$ cat config.mk
export PLATFORM = sky130hd
export DESIGN_NAME = msgmb_front
export DESIGN_NICKNAME = d
export VERILOG_FILES = /design/src/hdl/msgmb_pkg.sv /design/src/hdl/msgmb_front.sv
export SDC_FILE = /design/constraint.sdc
export NUM_CORES = 1
export LEC_CHECK = 0
export BUFFER_PORTS_ARGS = -buffer_cell sky130_fd_sc_hd__buf_2
export CAP_MARGIN = 20
export CORE_MARGIN = 2
export CORE_UTILIZATION = 57
export CTS_BUF_LIST = sky130_fd_sc_hd__clkbuf_8
export CTS_CLUSTER_SIZE = 14
export DETAILED_ROUTE_END_ITERATION = 10
export GPL_TIMING_DRIVEN = 0
export HOLD_SLACK_MARGIN = 0.02
export PLACE_DENSITY = 0.9
export SLEW_MARGIN = 15
export SYNTH_ARGS = -nofsm -noshare
export SYNTH_HDL_FRONTEND = slang
export SYNTH_SLANG_ARGS = --single-unit
$ cat constraint.sdc
create_clock -name clk -period 5 [get_ports clk]
set_clock_uncertainty 0.15 [all_clocks]
set_input_delay 0 -clock clk [delete_from_list [all_inputs] [get_ports clk]]
set_output_delay 0 -clock clk [all_outputs]
set_load 0.01 [all_outputs]
$ cat src/hdl/msgmb_pkg.sv
`timescale 1ns / 1ps
`default_nettype none
package msgmb_pkg;

  typedef enum logic [1:0] {
    KIND_BUS_WRITE = 2'd0,
    KIND_BUS_READ  = 2'd1,
    KIND_SUBMIT    = 2'd2,
    KIND_FETCH     = 2'd3
  } kind_t;

  typedef enum logic [1:0] {
    ERR_NONE = 2'd0,
    ERR_FULL = 2'd1,
    ERR_SUM  = 2'd2
  } err_t;

  localparam logic [7:0] WIRE_ERR_SUM  = 8'd255;
  localparam logic [7:0] WIRE_ERR_FULL = 8'd254;
  localparam logic [7:0] WIRE_IDLE     = 8'd0;
  localparam int         LEN_BYTE_MAX  = 255;

  typedef struct packed {
    kind_t      kind;
    logic [7:0] data;
    logic       last;
    logic       starts;
  } item_t;

endpackage
`default_nettype wire

$ cat src/hdl/msgmb_front.sv
`timescale 1ns / 1ps
`default_nettype none
module msgmb_front (
  input  wire logic           clk,
  input  wire logic           rst,
  input  wire logic           push,
  output logic                full,
  input  wire logic [1:0]     func,
  input  wire logic [7:0]     data,
  input  wire logic           last,
  input  wire logic           starts_read,
  output logic                item_valid,
  output msgmb_pkg::item_t    item,
  input  wire logic           item_take
);

  msgmb_pkg::item_t slots [2];
  logic             wp;
  logic             rp;
  logic [1:0]       count;
  logic             do_push;
  logic             do_pop;
  msgmb_pkg::item_t incoming;

  always_comb begin
    incoming.kind   = msgmb_pkg::kind_t'(func);
    incoming.data   = data;
    incoming.last   = last;
    incoming.starts = starts_read & (func == msgmb_pkg::KIND_BUS_READ);
  end

  assign full       = (count == 2'd2);
  assign item_valid = (count != 2'd0);
  assign item       = slots[rp];
  assign do_push    = push & ~full;
  assign do_pop     = item_take & item_valid;

  always_ff @(posedge clk) begin
    if (do_push) begin
      slots[wp] <= incoming;
    end
    if (rst) begin
      wp    <= 1'b0;
      rp    <= 1'b0;
      count <= 2'd0;
    end else begin
      if (do_push) wp <= ~wp;
      if (do_pop) rp <= ~rp;
      count <= count + {1'b0, do_push} - {1'b0, do_pop};
    end
  end

  a_count_bound: assert property (@(posedge clk) disable iff (rst) count <= 2'd2)
    else $error("item queue count out of range");
  a_pop_nonempty: assert property (@(posedge clk) disable iff (rst)
    (count == 2'd0) |=> (count <= 2'd1))
    else $error("item queue grew by more than one");
  a_full_hold: assert property (@(posedge clk) disable iff (rst)
    (full && !item_take) |=> full)
    else $error("full dropped without a take");

endmodule
`default_nettype wire

==> After elaboration in Yosys (flattened, before gate mapping) <==
Memory sizes are Yosys's and may differ from the RTL's. A register that Yosys moved wholly into a read port is not among the register bits.
Index checks and enable logic that the tools add are counted.
{ "word_totals": {"ff_bits": 4, "ram_bits": 24, "inputBits": 16, "output_inout_bits": 14, "elab_cells": 19, "memories": 1} }
{ "classes": {"addsub": 2, "eq_ne": 2, "muxes": 4, "bitwise_logic": 6, "n_reduce_logical": 1} }
{ "memory_table": {"columns": ["name", "depth", "word_bits", "rd", "rd_clocked_by_memory_dff", "write_ports", "line", "source"], "rows": [
  ["slots", 2, 12, 1, 1, 1, "msgmb_front.sv:17", "msgmb_pkg::item_t slots [2];"]
]} }
{ "ops": {"columns": ["operator", "n"], "rows": [
  ["2-to-1 mux 1 bit", 4],
  ["bitwise AND 1 bit", 3],
  ["NOT 1 bit", 3],
  ["adder 2 x 1 -> 2 bit", 1],
  ["equality test 2 x 1 -> 1 bit (second input constant)", 1],
  ["equality test 2 bit (second input constant)", 1],
  ["nonzero test 2 bit", 1],
  ["subtractor 2 x 1 -> 2 bit", 1]
]} }

==> Logic depth before layout (Yosys ltp) <==
{ "depth": {"depth_word": 5, "depth_mapped": 8, "mapped_depth_nobuf": 8} }

==> Least setup slack after synthesis <==
OpenSTA, ideal clock, no wires.
{ "synth_path": {"path_kind": "register -> register", "startpoint": "register count[1]", "endpoint": "register count[1]", "setup_time_ps": 78, "arrival_ps": 1392, "required_time_ps": 4772, "setup_slack_ps": 3381, "path_stages_with_launch": 8, "n_path_buf": 0, "synth_period_minus_slack_ps": 1619, "path_cell_list": "dfxtp_1 > o21a_2 > ha_1 > inv_1 > ha_1 > xor2_1 > and2_1 > nor3_1"} }
{ "synth_between": {"elab_cells_between_ends": 7, "cone_classes": "2 x add/sub; 1 x eq/ne; 3 x bitwise; 1 x reduce/logical"} }
{ "synth_rtl": {"columns": ["element", "line", "source"], "rows": [
  ["from (decl)", "msgmb_front.sv:20", "logic [1:0] count;"],
  ["from (signal assigned)", "msgmb_front.sv:49", "count <= count + {1'b0, do_push} - {1'b0, do_pop};"],
  ["nonzero test 2 bit", "msgmb_front.sv:33", "assign item_valid = (count != 2'd0);"],
  ["bitwise AND 1 bit", "msgmb_front.sv:36", "assign do_pop = item_take & item_valid;"],
  ["named net do_pop", "msgmb_front.sv:22", "logic do_pop;"],
  ["subtractor 2 x 1 -> 2 bit", "msgmb_front.sv:49", null]
]} }
The timed path passes the listed nets, and every way through them passes these cells.
A chain may end at the register's enable or synchronous reset.

==> Final worst setup path <==
{ "layout_path": {"startpoint": "register count[0]", "endpoint": "memory slots[0][7] in the netlist's numbering, enable pin"} }
{ "layout_between": {"elab_chain_len": 5} }
{ "layout_rtl": {"columns": ["element", "line", "source"], "rows": [
  ["equality test 2 bit", "msgmb_front.sv:32", "assign full = (count == 2'd2);"],
  ["NOT 1 bit", "msgmb_front.sv:35", "assign do_push = push & ~full;"],
  ["bitwise AND 1 bit", "msgmb_front.sv:35", null],
  ["2-to-1 mux 1 bit", "msgmb_front.sv:39", "if (do_push) begin"],
  ["2-to-1 mux 1 bit (not written as such)", "msgmb_front.sv:40", "slots[wp] <= incoming;"],
  ["to (decl)", "msgmb_front.sv:17", null]
]} }
No other way between the ends.

==> impl_metrics.csv <==
group,metric,value,unit
die,dieHeight,48.1,um
setup_path,critical_path_arrival,1.58,ns
power_and_ir_drop,p_int,0.000506,W
final_layout,drive_gt1_share,37.3,%
grt,antenna_found_initial,0,
power_and_ir_drop,pwr-share-comb,29.2,%
detailed_routing,drtPass1Iterations,4,
grt,grt-ovfl-total,0,
place,port_buffers,29,
detailed_routing,routed_wl,2030,um
detailed_routing,ant_nets,0,
place,place_area,1280,um2
logic_synthesis,synthTopCellsByArea,"edfxtp_1 (65%), mux2_1 (10%), dfxtp_1 (9.0%)",
cts,root_buffer,"clkbuf_8",
cts,clk_latency,0.27,ns
die,die_x,48.1,um
sta,worst_slew_pin_slew,0.494,ns
logic_synthesis,yosys.area.top_type,"edfxtp_1",
logic_synthesis,synth_nets,84,
final_layout,syn_to_final_growth,37.0,%
logic_synthesis,synth_top_area_share,65.2,%
cts,htree_levels,2,
cts,clk_pin_slew,0.06,ns
sta,setup_viol,0,
sta,min_period_over_period,36.4,%
sta,fin_crit,1.82,ns
cts,cts.sinks,29,
sta,finalHoldViolCount,0,
die,coreArea,1780,um2
setup_path,worstReg2RegStart,"count[0]$_SDFF_PP0_",
final_layout,final_cell_area,1520,um2
min_path,worstHoldPathType,"input pin to flop",
power_and_ir_drop,clockPowerShare,24.2,%
grt,grt_max_degree,13,
grt,grt_pass1_wl,2930,um
logic_synthesis,synthCells,66,
cts,cts_made_buffers,5,
grt,gr-usage-all-layers,20.7,%
power_and_ir_drop,switchingPower,0.000207,W
sta,slew_viol_final,0,
job,maxCapViolCount,0,
die,rows,15,
setup_path,end_kind,"flop",
die,die-area,2310,um2
power_and_ir_drop,seqPwrFrac,46.5,%
sta,rsz0062_at_grt,"no",
detailed_routing,wl_per_cell,14.2,um
power_and_ir_drop,p_leak,0.638,nW
detailed_routing,drt_iter0_drc,13,
sta,fin_tns_setup,0,ns
power_and_ir_drop,p_sw_share,29.0,%
detailed_routing,drc,0,
final_layout,fillers,96,
place,hpwl,1110,um
sta,relSlewSlack,67.0,%
setup_path,r2r_slack,3.18,ns
setup_path,required,4.76,ns
logic_synthesis,syn_avg_cell_area,16.8,um2
setup_path,reg2reg_depth,4,
power_and_ir_drop,ir_drop,0.374,mV
setup_path,startpoint,"count[0]$_SDFF_PP0_",
detailed_routing,vias,686,
logic_synthesis,yosys_warnings,0,
logic_synthesis,synth_seq_cells,29,
sta,fmax,549,MHz
setup_path,endpoint,"slots[0][7]$_DFFE_PP_",
die,io_pins,30,
setup_path,cp_max_fo,12,
power_and_ir_drop,p_per_area,471,nW/um2
final_layout,final_cell_mix,"buf_2 (30), edfxtp_1 (24), dlygate4sd3_1 (15), mux2_1 (10)",
logic_synthesis,seq_area_frac_synth,74.2,%
detailed_routing,viasPerCell,4.80,
final_layout,area.sequential,821,um2
final_layout,n_antenna_cell,0,
logic_synthesis,syn_area,1110,um2
place,place_congestion,0.682,
final_layout,multi_input_area,265,um2
cts,cts_tree,"built",
setup_path,r2r_end,"slots[0][7]$_DFFE_PP_",
final_layout,layout.nets,135,
status,status,"complete, no violations",
grt,grt_pass1_vias,711,
setup_path,crit_path_start_kind,"flop",
cts,cts_buffer_depth,2,
final_layout,final_common_cell,"buf_2",
die,initial_utilization,62.0,%
setup_path,critical_path_class,"flop to flop",
logic_synthesis,synthDistinctLibCells,22,
==> worst min-delay path by stage <==
stage	startpoint	endpoint	slack, ns	cells past startpoint
floorplan	rst	wp$_SDFFE_PP0P_	-0.08	1
global placement	data[7]	slots[1][9]$_DFFE_PP_	0.04	1
detailed placement	data[3]	slots[1][5]$_DFFE_PP_	0.04	1
CTS	push	count[1]$_SDFF_PP0_	0.14	6
global route	push	count[1]$_SDFF_PP0_	0.19	6
finish	push	count[1]$_SDFF_PP0_	0.15	6
==> metrics by stage <==
stage | util, % | worst slack [ns] | hold slack (ns) | cells | power (W)
2_1_floorplan | - | 3.38 | -0.0809 | 66 | 0.000460
3_3_place_gp | 71.9 | 3.27 | 0.0382 | 120 | 0.000519
3_5_place_dp | 71.9 | 3.24 | 0.0413 | 120 | 0.000530
4_1_cts | 85.0 | 3.21 | 0.141 | 143 | 0.000712
5_1_grt | 85.0 | 3.09 | 0.190 | 143 | 0.000753
6_report | 85.0 | 3.18 | 0.150 | 143 | 0.000713
==> power groups by stage <==
stage | Clock [W] | Combinational [W] | Sequential [W]
after floorplan | 0 | 0.000131 | 0.000329
after global placement | 0 | 0.000188 | 0.000331
after detailed placement | 0 | 0.000195 | 0.000334
after CTS | 0.000175 | 0.000208 | 0.000330
after global routing | 0.000185 | 0.000231 | 0.000337
final | 0.000173 | 0.000208 | 0.000332
==> timing repair <==
action | 4_1_cts | 5_1_grt
endpoints found under the hold margin | 29 | 0
hold buffers | 15 | 0
resized for setup | 0 | 0
buffers inserted | 0 | 0
==> synthesized netlist by cell type, drive strengths merged <==
master and number:
buf 1, xnor2 1, and2 1, nor2b 1, xor2 1, o21a 1
or3 1, ha 2, edfxtp 24, mux2 12, nor3 1, and3 1
dfxtp 5, inv 4, a21oi 1, nand2b 1, or2 1, nand2 2
o21ai 1, nor2 4
==> cells by family (layout without fill, tap and decap cells) <==
logic type / count (synthesis) / count (layout) / synth area share (%)
AOI/OAI and AO/OA: 3 / 3 / 1.70
xor gates and xnor gates: 2 / 2 / 1.58
adders and majority gates: 2 / 2 / 2.26
buffers and inverters: 5 / 57 / 1.81
DFF: 29 / 29 / 74.2
muxes: 12 / 12 / 12.2
and+or+nand+nor: 13 / 13 / 6.22
==> area by class of cell <==
cell class	count	share of cell area [%]
multi-input cells	32	17.5
flip-flops and latches	29	54.2
clock buffers	5	4.54
plain buffers	1	0.330
inverters	4	0.991
repair buffers	44	19.5
well taps	25	2.06
clock inverters	3	0.908
==> critical path: stages, from the launching register on <==
cell and delay, ns:
dfxtp_1 0.37, nand2b_2 0.17, inv_2 0.05, or3_1 0.33, inv_1 0.39
==> flip-flops by register name, indices dropped and copies added, names as in the netlist, named ones only <==
signal and cells:
rp 1, count 2, slots 24, wp 1
==> metal layers <==
layer | GRT usage (%) | vias to the layer above | share of wire [%]
met2 | 37.9 | 24 | 54
li1 | - | 341 | -
met4 | 13.0 | 0 | 1.7
met1 | 18.3 | 317 | 39
met5 | 0 | - | 0
met3 | 8.68 | 4 | 5.6
Note: power is estimated with default switching activity, not from simulation.
